## config.mk

```make
export PLATFORM = sky130hd
export DESIGN_NAME = stun_binding_response_parser
export DESIGN_NICKNAME = d
export VERILOG_FILES = /design/src/sbrp_pkg.sv /design/src/stun_binding_response_parser.sv
export SDC_FILE = /design/constraint.sdc
export NUM_CORES = 1
export LEC_CHECK = 0
export ABC_CLOCK_PERIOD_IN_PS = 20300
export BUFFER_PORTS_ARGS = -buffer_cell sky130_fd_sc_hd__buf_2
export CORE_ASPECT_RATIO = 0.75
export CORE_MARGIN = 4
export CORE_UTILIZATION = 50
export DETAILED_ROUTE_END_ITERATION = 10
export HOLD_SLACK_MARGIN = 0.08
export MAX_ROUTING_LAYER = met4
export PLACE_DENSITY = 0.65
export SETUP_SLACK_MARGIN = 0.4
export SLEW_MARGIN = 20
export SYNTH_ARGS = -nofsm -noshare
export SYNTH_HDL_FRONTEND = slang
export SYNTH_SLANG_ARGS = --single-unit
```

## constraint.sdc

```tcl
create_clock -name clock -period 20.3 [get_ports clock]
set_input_delay 6.09 -clock clock [delete_from_list [all_inputs] [get_ports clock]]
set_output_delay 6.09 -clock clock [all_outputs]
set_load 0.01 [all_outputs]
```

## src/sbrp_pkg.sv

```systemverilog
// Shared types and constants for the STUN binding response parser.
// No dependencies; imported by the parser top level.
`timescale 1ns / 1ps
`default_nettype none

package sbrp_pkg;

   localparam int unsigned OFFSET_BITS_DEFAULT = 17;

   localparam int unsigned HDR_LEN  = 20;
   localparam int unsigned ATTR_HDR = 4;

   localparam logic [31:0] STUN_COOKIE = 32'h2112A442;
   localparam logic [15:0] MSG_TYPE_BINDING_RSP = 16'h0101;
   localparam logic [15:0] KIND_XOR_MAPPED = 16'h0020;
   localparam logic [15:0] KIND_MAPPED = 16'h0001;
   localparam logic [7:0]  FAMILY_V4 = 8'h01;

   localparam int unsigned CSR_INDEX_BITS = 2;
   localparam logic [CSR_INDEX_BITS-1:0] CSR_TXID_HIGH = 2'd0;
   localparam logic [CSR_INDEX_BITS-1:0] CSR_TXID_MID  = 2'd1;
   localparam logic [CSR_INDEX_BITS-1:0] CSR_TXID_LOW  = 2'd2;

   typedef struct packed {
      logic        found;
      logic        from_xor;
      logic [31:0] ip_address;
      logic [15:0] mapped_port;
   } verdict_type;

endpackage

`default_nettype wire

```

## src/stun_binding_response_parser.sv

```systemverilog
// STUN binding response parser: byte-stream header check, attribute walk, verdict.
// Depends on sbrp_pkg (constants, verdict_type).
//
//  channel | ports                                   | direction | word
//  req     | req_valid/ready, data_byte, last_byte   | in        | one message byte
//  rsp     | rsp_valid/ready, found, from_xor, ...   | out       | one verdict
//  csr     | csr_valid/ready, csr_index, csr_data    | in        | one register write
//
// One byte is taken every cycle while req_ready is high; the byte updates the parser state in the cycle it is
// accepted. The verdict for the final byte is registered in the output register, or in the skid if that is stalled.
// A one-entry skid behind the output register keeps bytes flowing while a verdict waits;
// req_ready drops only when both the output register and the skid hold verdicts.
// Reset (synchronous) clears parser state and registers; csr writes are always taken.
`timescale 1ns / 1ps
`default_nettype none

module stun_binding_response_parser
   import sbrp_pkg::*;
#(
   parameter int unsigned OFFSET_BITS = OFFSET_BITS_DEFAULT
) (
   input  wire logic                      clock,
   input  wire logic                      reset,
   input  wire logic                      req_valid,
   output logic                           req_ready,
   input  wire logic [7:0]                req_data_byte,
   input  wire logic                      req_last_byte,
   output logic                           rsp_valid,
   input  wire logic                      rsp_ready,
   output logic                           rsp_found,
   output logic                           rsp_from_xor,
   output logic [31:0]                    rsp_ip_address,
   output logic [15:0]                    rsp_mapped_port,
   input  wire logic                      csr_valid,
   output logic                           csr_ready,
   input  wire logic [CSR_INDEX_BITS-1:0] csr_index,
   input  wire logic [31:0]               csr_data
);

   localparam int unsigned W  = OFFSET_BITS;
   localparam int unsigned CW = OFFSET_BITS + 1;
   localparam logic [W-1:0]  OFF_MAX   = '1;
   localparam logic [W-1:0]  HDR_W     = W'(HDR_LEN);
   localparam logic [CW-1:0] HDR_C     = CW'(HDR_LEN);
   localparam logic [CW-1:0] ATTR_C    = CW'(ATTR_HDR);
   localparam logic [CW-1:0] ALIGN_C   = CW'(3);
   localparam logic [CW-1:0] OFF_MAX_C = {1'b0, OFF_MAX};

   // configuration
   logic [31:0] txid_high_ff, txid_mid_ff, txid_low_ff;

   // parser state
   logic [W-1:0] off_ff, off_in;
   logic         hdr_ok_ff, hdr_ok_in;
   logic [15:0]  body_ff, body_in;
   logic [W-1:0] nxt_ff, nxt_in;
   logic [15:0]  kind_ff, kind_in;
   logic [15:0]  alen_ff, alen_in;
   logic [7:0]   fam_ff, fam_in;
   logic [15:0]  port_ff, port_in;
   logic [31:0]  addr_ff, addr_in;
   logic         best_found_ff, best_found_in;
   logic         best_xor_ff, best_xor_in;
   logic [15:0]  best_port_ff, best_port_in;
   logic [31:0]  best_addr_ff, best_addr_in;
   logic         stopped_ff, stopped_in;

   // result path
   logic        out_valid_ff, skid_valid_ff;
   verdict_type out_ff, skid_ff, verdict;

   logic          accept, push, pop;
   logic [W-1:0]  rel, v;
   logic          fin;
   logic [CW-1:0] nxt_sum, nxt_aligned;
   logic          ok;

   assign csr_ready = 1'b1;
   assign req_ready = !skid_valid_ff;
   assign accept    = req_valid && req_ready;
   assign push      = accept && req_last_byte;
   assign pop       = out_valid_ff && rsp_ready;

   function automatic logic [7:0] pick_byte(input logic [31:0] w, input logic [1:0] sel);
      logic [7:0] r;
      case (sel)
         2'd0:    r = w[31:24];
         2'd1:    r = w[23:16];
         2'd2:    r = w[15:8];
         default: r = w[7:0];
      endcase
      return r;
   endfunction

   function automatic logic [7:0] expected_byte(input logic [4:0] p,
                                                input logic [31:0] hi,
                                                input logic [31:0] mid,
                                                input logic [31:0] lo);
      logic [7:0] r;
      case (p[4:2])
         3'd0:    r = p[1] ? 8'h00 : (p[0] ? MSG_TYPE_BINDING_RSP[7:0]
                                           : MSG_TYPE_BINDING_RSP[15:8]);
         3'd1:    r = pick_byte(STUN_COOKIE, p[1:0]);
         3'd2:    r = pick_byte(hi, p[1:0]);
         3'd3:    r = pick_byte(mid, p[1:0]);
         3'd4:    r = pick_byte(lo, p[1:0]);
         default: r = 8'h00;
      endcase
      return r;
   endfunction

   always_ff @(posedge clock) begin
      if (reset) begin
         txid_high_ff <= '0;
         txid_mid_ff  <= '0;
         txid_low_ff  <= '0;
      end else if (csr_valid && csr_ready) begin
         case (csr_index)
            CSR_TXID_HIGH: txid_high_ff <= csr_data;
            CSR_TXID_MID:  txid_mid_ff  <= csr_data;
            CSR_TXID_LOW:  txid_low_ff  <= csr_data;
            default: ;
         endcase
      end
   end

   always_comb begin
      off_in        = off_ff;
      hdr_ok_in     = hdr_ok_ff;
      body_in       = body_ff;
      nxt_in        = nxt_ff;
      kind_in       = kind_ff;
      alen_in       = alen_ff;
      fam_in        = fam_ff;
      port_in       = port_ff;
      addr_in       = addr_ff;
      best_found_in = best_found_ff;
      best_xor_in   = best_xor_ff;
      best_port_in  = best_port_ff;
      best_addr_in  = best_addr_ff;
      stopped_in    = stopped_ff;
      fin           = 1'b0;
      rel           = off_ff - nxt_ff;
      v             = rel - W'(ATTR_HDR);

      if (off_ff < HDR_W) begin
         case (off_ff[4:0])
            5'd2:    body_in = {req_data_byte, 8'h00};
            5'd3:    body_in = {body_ff[15:8], req_data_byte};
            default: begin
               if (req_data_byte != expected_byte(off_ff[4:0], txid_high_ff,
                                                   txid_mid_ff, txid_low_ff))
                  hdr_ok_in = 1'b0;
            end
         endcase
      end else if (off_ff == OFF_MAX) begin
         stopped_in = 1'b1;
      end else if (!stopped_ff && off_ff >= nxt_ff) begin
         if (rel == W'(0)) begin
            // attribute header must end inside the body
            if (({1'b0, nxt_ff} + ATTR_C) > (HDR_C + CW'(body_ff)))
               stopped_in = 1'b1;
            else
               kind_in = {req_data_byte, 8'h00};
         end else if (rel == W'(1)) begin
            kind_in = {kind_ff[15:8], req_data_byte};
         end else if (rel == W'(2)) begin
            alen_in = {req_data_byte, 8'h00};
         end else if (rel == W'(3)) begin
            alen_in = {alen_ff[15:8], req_data_byte};
            fin     = (alen_in == 16'd0);
         end else begin
            if (v == W'(1))
               fam_in = req_data_byte;
            else if (v == W'(2) || v == W'(3))
               port_in = {port_ff[7:0], req_data_byte};
            else if (v >= W'(4) && v <= W'(7))
               addr_in = {addr_ff[23:0], req_data_byte};
            fin = (alen_ff != 16'd0) && (v == W'(alen_ff - 16'd1));
         end
      end

      // close the attribute: capture on IPv4, advance to the padded next offset
      nxt_sum     = {1'b0, nxt_ff} + ATTR_C + CW'(alen_in) + ALIGN_C;
      nxt_aligned = nxt_sum & ~ALIGN_C;
      if (fin) begin
         if (alen_in >= 16'd8 && fam_in == FAMILY_V4) begin
            if (kind_in == KIND_XOR_MAPPED) begin
               best_found_in = 1'b1;
               best_xor_in   = 1'b1;
               best_port_in  = port_in ^ STUN_COOKIE[31:16];
               best_addr_in  = addr_in ^ STUN_COOKIE;
               stopped_in    = 1'b1;
            end else if (kind_in == KIND_MAPPED && !best_found_ff) begin
               best_found_in = 1'b1;
               best_xor_in   = 1'b0;
               best_port_in  = port_in;
               best_addr_in  = addr_in;
            end
         end
         nxt_in  = (nxt_aligned > OFF_MAX_C) ? OFF_MAX : nxt_aligned[W-1:0];
         fam_in  = '0;
         port_in = '0;
         addr_in = '0;
      end

      if (off_ff != OFF_MAX)
         off_in = off_ff + W'(1);

      ok = hdr_ok_in && (off_in >= HDR_W) &&
           ((HDR_C + CW'(body_in)) <= {1'b0, off_in}) && best_found_in;
      verdict.found       = ok;
      verdict.from_xor    = ok && best_xor_in;
      verdict.ip_address  = ok ? best_addr_in : 32'd0;
      verdict.mapped_port = ok ? best_port_in : 16'd0;
   end

   always_ff @(posedge clock) begin
      if (reset || push) begin
         // a verdict starts the next message from scratch
         off_ff        <= '0;
         hdr_ok_ff     <= 1'b1;
         body_ff       <= '0;
         nxt_ff        <= HDR_W;
         kind_ff       <= '0;
         alen_ff       <= '0;
         fam_ff        <= '0;
         port_ff       <= '0;
         addr_ff       <= '0;
         best_found_ff <= 1'b0;
         best_xor_ff   <= 1'b0;
         best_port_ff  <= '0;
         best_addr_ff  <= '0;
         stopped_ff    <= 1'b0;
      end else if (accept) begin
         off_ff        <= off_in;
         hdr_ok_ff     <= hdr_ok_in;
         body_ff       <= body_in;
         nxt_ff        <= nxt_in;
         kind_ff       <= kind_in;
         alen_ff       <= alen_in;
         fam_ff        <= fam_in;
         port_ff       <= port_in;
         addr_ff       <= addr_in;
         best_found_ff <= best_found_in;
         best_xor_ff   <= best_xor_in;
         best_port_ff  <= best_port_in;
         best_addr_ff  <= best_addr_in;
         stopped_ff    <= stopped_in;
      end
   end

   always_ff @(posedge clock) begin
      if (reset) begin
         out_valid_ff  <= 1'b0;
         skid_valid_ff <= 1'b0;
      end else if (skid_valid_ff) begin
         if (pop) begin
            out_valid_ff  <= 1'b1;
            skid_valid_ff <= 1'b0;
         end
      end else if (push) begin
         if (!out_valid_ff || pop)
            out_valid_ff <= 1'b1;
         else
            skid_valid_ff <= 1'b1;
      end else if (pop) begin
         out_valid_ff <= 1'b0;
      end
   end

   always_ff @(posedge clock) begin
      if (skid_valid_ff) begin
         if (pop)
            out_ff <= skid_ff;
      end else if (push) begin
         if (!out_valid_ff || pop)
            out_ff <= verdict;
         else
            skid_ff <= verdict;
      end
   end

   assign rsp_valid       = out_valid_ff;
   assign rsp_found       = out_ff.found;
   assign rsp_from_xor    = out_ff.from_xor;
   assign rsp_ip_address  = out_ff.ip_address;
   assign rsp_mapped_port = out_ff.mapped_port;

endmodule

`default_nettype wire

```

# ---- After elaboration in Yosys (flattened, before gate mapping)
# Index checks and enable logic that the tools add are counted.
dict set report op_classes {
  n_addsub 9
  magnitude_cmp 9
  eq_ne 25
  muxes 104
  bitwise 4
  reduce_logical 36
}
# operator count
set op_table {}
lappend op_table {{$mux 32} 16}
lappend op_table {{$mux 16} 27}
lappend op_table {{$mux 50} 4}
lappend op_table {{$mux 8} 13}
lappend op_table {{$pmux 8 s3} 4}
lappend op_table {{$eq 17x2->1 const B} 4}
lappend op_table {{$pmux 8 s5} 1}
lappend op_table {{$mux 1} 36}
lappend op_table {{$add 5x16->17 const A} 2}
lappend op_table {{$eq 17x1->1 const B} 2}
lappend op_table {{$mux 17} 2}
lappend op_table {{$pmux 16 s2} 1}
lappend op_table {{$add 17x3->18 const B} 1}
lappend op_table {{$add 18x16->18} 1}
lappend op_table {{$add 18x2->18 const B} 1}
lappend op_table {{$gt 18x17->1} 1}
lappend op_table {{$gt 18x17->1 const B} 1}
lappend op_table {{$add 17x1->17 const B} 1}
lappend op_table {{$eq 17x17->1} 1}
lappend op_table {{$eq 17x17->1 const B} 1}
lappend op_table {{$ge 17x17->1} 1}
lappend op_table {{$ge 17x3->1 const B} 1}
lappend op_table {{$ge 17x5->1 const B} 1}
lappend op_table {{$le 17x17->1} 1}
lappend op_table {{34 further kinds} 63}
dict set report word_totals {
  register_bits 388
  in_bits 48
  out_inout_bits 53
  word_cells 214
}

# ---- Depth between registers and ports, before layout
dict set report depth {
  word_depth 22
  mapped_depth 29
}

# ---- Worst setup path after synthesis
# Ideal clock, no wire load.
dict set report synth_timing {
  path_kind {input -> register}
  from {input req_data_byte[2]}
  to {register out_ff, in the netlist rsp_ip_address[20], data pin}
  arrival_time_ns 9.942
  required_ns 20.131
  slack_ns 10.189
  path_stages 23
  path_buffers 2
  path_cell_list {clkbuf_1 -> a22oi_1 -> inv_1 -> ha_1 -> inv_1 -> a21oi_1 -> nor3b_1 -> nand3_1 -> nand3b_1 -> nand3b_1 -> xor2_1 -> ha_1 -> a21o_1 -> a21o_1 -> a21oi_1 -> o21ai_0 -> o21ai_0 -> a21oi_1 -> nor4b_2 -> a21oi_2 -> nand2b_4 -> buf_2 -> o31ai_1}
}
# element line_no
set synth_rtl {}
lappend synth_rtl {{start: declaration} stun_binding_response_parser.sv:26} ;# input wire logic [7:0] req_data_byte,
lappend synth_rtl {{$pmux 16 s2} stun_binding_response_parser.sv:147} ;# case (off_ff[4:0])
lappend synth_rtl {{$mux 16} stun_binding_response_parser.sv:146} ;# if (off_ff < HDR_W) begin
lappend synth_rtl {{named net body_in[2]} stun_binding_response_parser.sv:55} ;# logic [15:0] body_ff, body_in;
lappend synth_rtl {{$add 5x16->17} stun_binding_response_parser.sv:211} ;# ((HDR_C + CW'(body_in)) <= {1'b0, off_in}) && best_found_in;
lappend synth_rtl {{$le 17x17->1} stun_binding_response_parser.sv:211}
lappend synth_rtl {{$logic_and 1x1->1} stun_binding_response_parser.sv:210} ;# ok = hdr_ok_in && (off_in >= HDR_W) &&
lappend synth_rtl {{$logic_and 1x1->1} stun_binding_response_parser.sv:211}
lappend synth_rtl {{$mux 32} stun_binding_response_parser.sv:214} ;# verdict.ip_address = ok ? best_addr_in : 32'd0;
lappend synth_rtl {{$mux 50} stun_binding_response_parser.sv:277} ;# if (!out_valid_ff || pop)
lappend synth_rtl {{$mux 50} stun_binding_response_parser.sv:276} ;# end else if (push) begin
lappend synth_rtl {{$mux 50} stun_binding_response_parser.sv:273} ;# if (skid_valid_ff) begin
lappend synth_rtl {{end signal: assignment} stun_binding_response_parser.sv:275} ;# out_ff <= skid_ff;
lappend synth_rtl {{end signal: assignment} stun_binding_response_parser.sv:278} ;# out_ff <= verdict;
lappend synth_rtl {{end: declaration} stun_binding_response_parser.sv:70} ;# verdict_type out_ff, skid_ff, verdict;
# The timed path passes the listed nets, and every way through them passes these cells. The select of a mux whose other input is x is not followed.
# A chain may end at the register's enable or synchronous reset.

# ---- Final worst setup path
dict set report layout_timing {
  from {input req_data_byte[2]}
  to {register out_ff, in the netlist rsp_ip_address[6], data pin}
}
# The elaborated chain is that of the path after synthesis.

==> parameters.txt <==
Parameter                              Value

Status
  Run status    complete, no violations

Synthesis
  Leading cell type by number of instances after synthesis    nand2_1
  Total number of yosys warnings    0
  Post-synth cell types    89
  Top cells by area in the synthesized netlist    dfxtp_1, edfxtp_1, nand2_1
  Synthesized area divided by synthesized cell count    8.55 um^2
  Most numerous cell types in the synthesized netlist    nand2_1, dfxtp_1, a21oi_1, nor2_1, clkbuf_1
  Post-synthesis instance area    about 22000 um^2
  Synth Flop Type    dfxtp_1
  Synth top area share    between 20% and 30%
  Post-synth ARST share    0%
  Fraction of the yosys area taken by sequential cells    39.6%
  Post-synthesis sequential element count    between 300 and 400
  Cell type with the highest aggregate area in the netlist    dfxtp_1
  Gate count of the mapped netlist    between 2000 and 3000
  Number of enable flip-flop cells after synthesis    100
  Post-Syn Nets    between 2000 and 3000

CTS
  Post-CTS Setup Inserts    0
  Number of buffers created by CTS    41
  Total of hold buffers inserted after clock tree synthesis    0
  Level count of the clock H-tree    2
  Number of instances resized during post-cts repair    0
  Buffer levels on the longest clock path    3
  Clock Latency Late Sink    around 0.56 ns
  Clock tree from TritonCTS    yes
  Register clock-pin slew on the reported worst setup and hold paths    around 0.060 ns
  Sink count of the clock tree    387
  Root buffer cell    clkbuf_16

Die
  Total die area    47600 um^2
  Starting density of the core    between 50% and 60%
  Width of the die    251 um
  Height of the die    around 190 um
  Core Footprint    43500 um^2
  Row count    66
  I/O pin count    101

Pwr
  Peak supply drop    0.0534 mV
  Ratio of total power to cell area    just under 70 nW/um^2
  Reported leakage power    0.00922 uW

Worst setup path
  Delay of the slowest critical-path stage    approximately 0.53 ns
  Most common cell type on the critical path    a21oi_1
  Cell breakdown of the critical path    buf_2 -> a22oi_1 -> inv_1 -> ha_1 -> inv_1 -> a21oi_1 -> nor3b_1 -> nand3_1 -> nand3b_1 -> nand3b_1 -> xor2_1 -> ha_1 -> a21o_1 -> a21o_1 -> a21oi_1 -> o21ai_0 -> o21ai_0 -> a21oi_1 -> nor4b_2 -> a21oi_4 -> buf_4 -> nand2b_4 -> o31ai_1
  Worst R2R Start    off_ff[0]
  Crit-path max FO    51
  Cell with the biggest individual delay on the critical path    nand2b_4
  Crit Reg-Reg Endpoint    nxt_ff[2]
  R2r setup slk    11.96 ns
  Family with the most delay on the worst path    simple AND/OR/NAND/NOR gates
  Critical path required time    between 20 and 25 ns
  Kind of critical path    primary input to flop
  Endpoint type of the worst setup path    flop
  Crit path buf inv count    4
  Kind of launch point of the worst setup path    primary input
  Number of cells on the worst reg-to-reg path    29
  Arrival time worst endpoint    approximately 11 ns

STA
  Worst slew margin relative to its limit    27.1%
  Min Tclk post-route    10.95 ns
  Highest achievable clock rate    between 90 and 100 MHz
  Hold Vio Cnt, Final    0
  Post-route worst hold slack    0.441 ns
  Crit share post-route    53.9%
  Final count of negative-setup-slack endpoints    0
  Transition time at the pin with the least slew margin    1.08 ns
  Worst clock skew on the final layout    0.0190 ns
  Number of max-slew violations in the final report    0
  Total negative slack    0 ns
  Unrepaired setup endpoints after global routing    false

Detailed routing
  Post-route DRC    0
  DRT Pass-1 Iters    6
  Routed length per placed instance    20.4 um
  Via-per-instance ratio    6.07
  Antenna violation net count after detailed routing    0
  Sum of routed wire length over all layers    65100 um
  DRT iter0 DRCs    1931
  Total number of vias    around 19000

Job
  Max-cap violations    0

Hold path
  Destination of the worst hold path    best_port_ff[4]
  Classification of the worst-slack hold path    flop to flop
  Cell depth of the worst min-delay path    2
  Hold Path Origin    best_port_ff[4]

Finish
  Share of layout cells above drive strength 1    10.6%
  Filler-free cell count of the finished design    ~3200
  Synth-to-layout area growth    9.75%
  NumNets Final    approximately 2700

Placement
  Final weighted congestion in routability-driven placement    0.954
  Placed cells    around 3100
  Number of port buffers    roughly 100
  Placed wire-length estimate after detailed placement    between 40000 and 50000 um

Global route
  Via count of the first global-routing pass    18060
  Maximum number of pins on one net before global-route repair    101
  Overall track demand over capacity in global routing    26.9%
  Total grt overflow    0
  Antenna violations before repair    2
  Global-route wire length before repair    101000 um
## worst reg2reg max path: cells and delay by family, from the launching register on
family          cells  cell delay, ns
compound gates     15            3.41
simple gates        8            2.54
fa+ha+maj           4            1.44
flops               1            0.47
buf+inv             2            0.38
## area by class of cell
type / instances / area, um^2
clock buffers: 58 / 1140
inverters: 57 / 214
diodes: 3 / 7.51
clock inverters: 18 / 180
fillers: 3943 / 19300
repair buffers: 127 / 706
well taps: 578 / 723
flip-flops and latches: 387 / 8750
multi-input cells: 1969 / 12500
## stage by stage
step / util (%) / setup WS, ns / cell area, um^2 / power (uW)
2_1_floorplan: - / 10.19 / 22100 / 901
3_3_place_gp: 52.7 / 9.09 / 22900 / 938
3_5_place_dp: 52.7 / 8.95 / 22900 / 941
4_1_cts: 55.7 / 9.44 / 24200 / 1680
5_1_grt: 55.7 / 8.91 / 24200 / 1730
6_report: 55.7 / 9.35 / 24200 / 1670
## power by group
part / switching, uW / internal (uW)
clock network: 320 / 423
logic: 77.6 / 36.0
registers: 8.98 / 803
## worst max path at each step
| stage | from | endpoint | slack (ns) | cells after the start |
|---|---|---|---|---|
| CTS | req_data_byte[2] | rsp_ip_address[6] | 9.44 | 23 |
| global route | req_data_byte[2] | rsp_ip_address[6] | 8.91 | 23 |
| detailed placement | req_data_byte[2] | rsp_mapped_port[13] | 8.95 | 23 |
| floorplan | req_data_byte[2] | rsp_ip_address[20] | 10.19 | 23 |
| finish | req_data_byte[2] | rsp_ip_address[6] | 9.35 | 23 |
| global placement | req_data_byte[2] | rsp_mapped_port[4] | 9.09 | 23 |
## cell usage in the layout, fill, tap and decap left out, types with 56 or more instances in the layout
| cell | synthesis | routed |
|---|---|---|
| dfxtp_1 | 287 | 286 |
| o21ai_0 | 62 | 62 |
| edfxtp_1 | 100 | 100 |
| nor3_1 | 63 | 63 |
| nand2_1 | 391 | 390 |
| xnor2_1 | 69 | 69 |
| buf_2 | 11 | 99 |
| inv_1 | 56 | 56 |
| nor2_1 | 238 | 238 |
| a21oi_1 | 255 | 254 |
| mux2i_1 | 110 | 110 |
| ha_1 | 93 | 93 |
## state kept, by name, summed over array words and instances (netlist names), 8 cells and up
name	cells
rsp_mapped_port	16
best_addr_ff	32
alen_ff	16
txid_low_ff	32
txid_high_ff	32
best_port_ff	16
nxt_ff	16
kind_ff	16
skid_ff	50
rsp_ip_address	32
addr_ff	32
off_ff	17
port_ff	16
txid_mid_ff	32
body_ff	16
fam_ff	8
## metal layers
layer  GRT usage (%)  wire (um)  vias to the layer above
li1                -          -                     9265
met1            38.9      30700                     9316
met2            39.1      27600                      718
met3            5.54       5460                       95
met4            5.89       1260                        0
met5               -          0                        -
## cell families after synthesis
kind of cell / count (synthesis) / share of synthesized area [%]
AND/OR/NAND/NOR: 973 / 20.5
AO/OA/AOI/OAI: 620 / 17.9
flip-flops: 387 / 39.6
buffers and inverters: 228 / 3.99
multiplexers: 155 / 7.28
XOR/XNOR: 124 / 5.14
adder cells (fa/ha/maj): 96 / 5.49
other: 1 / 0.0170
Power figures use the tool's default switching activity.
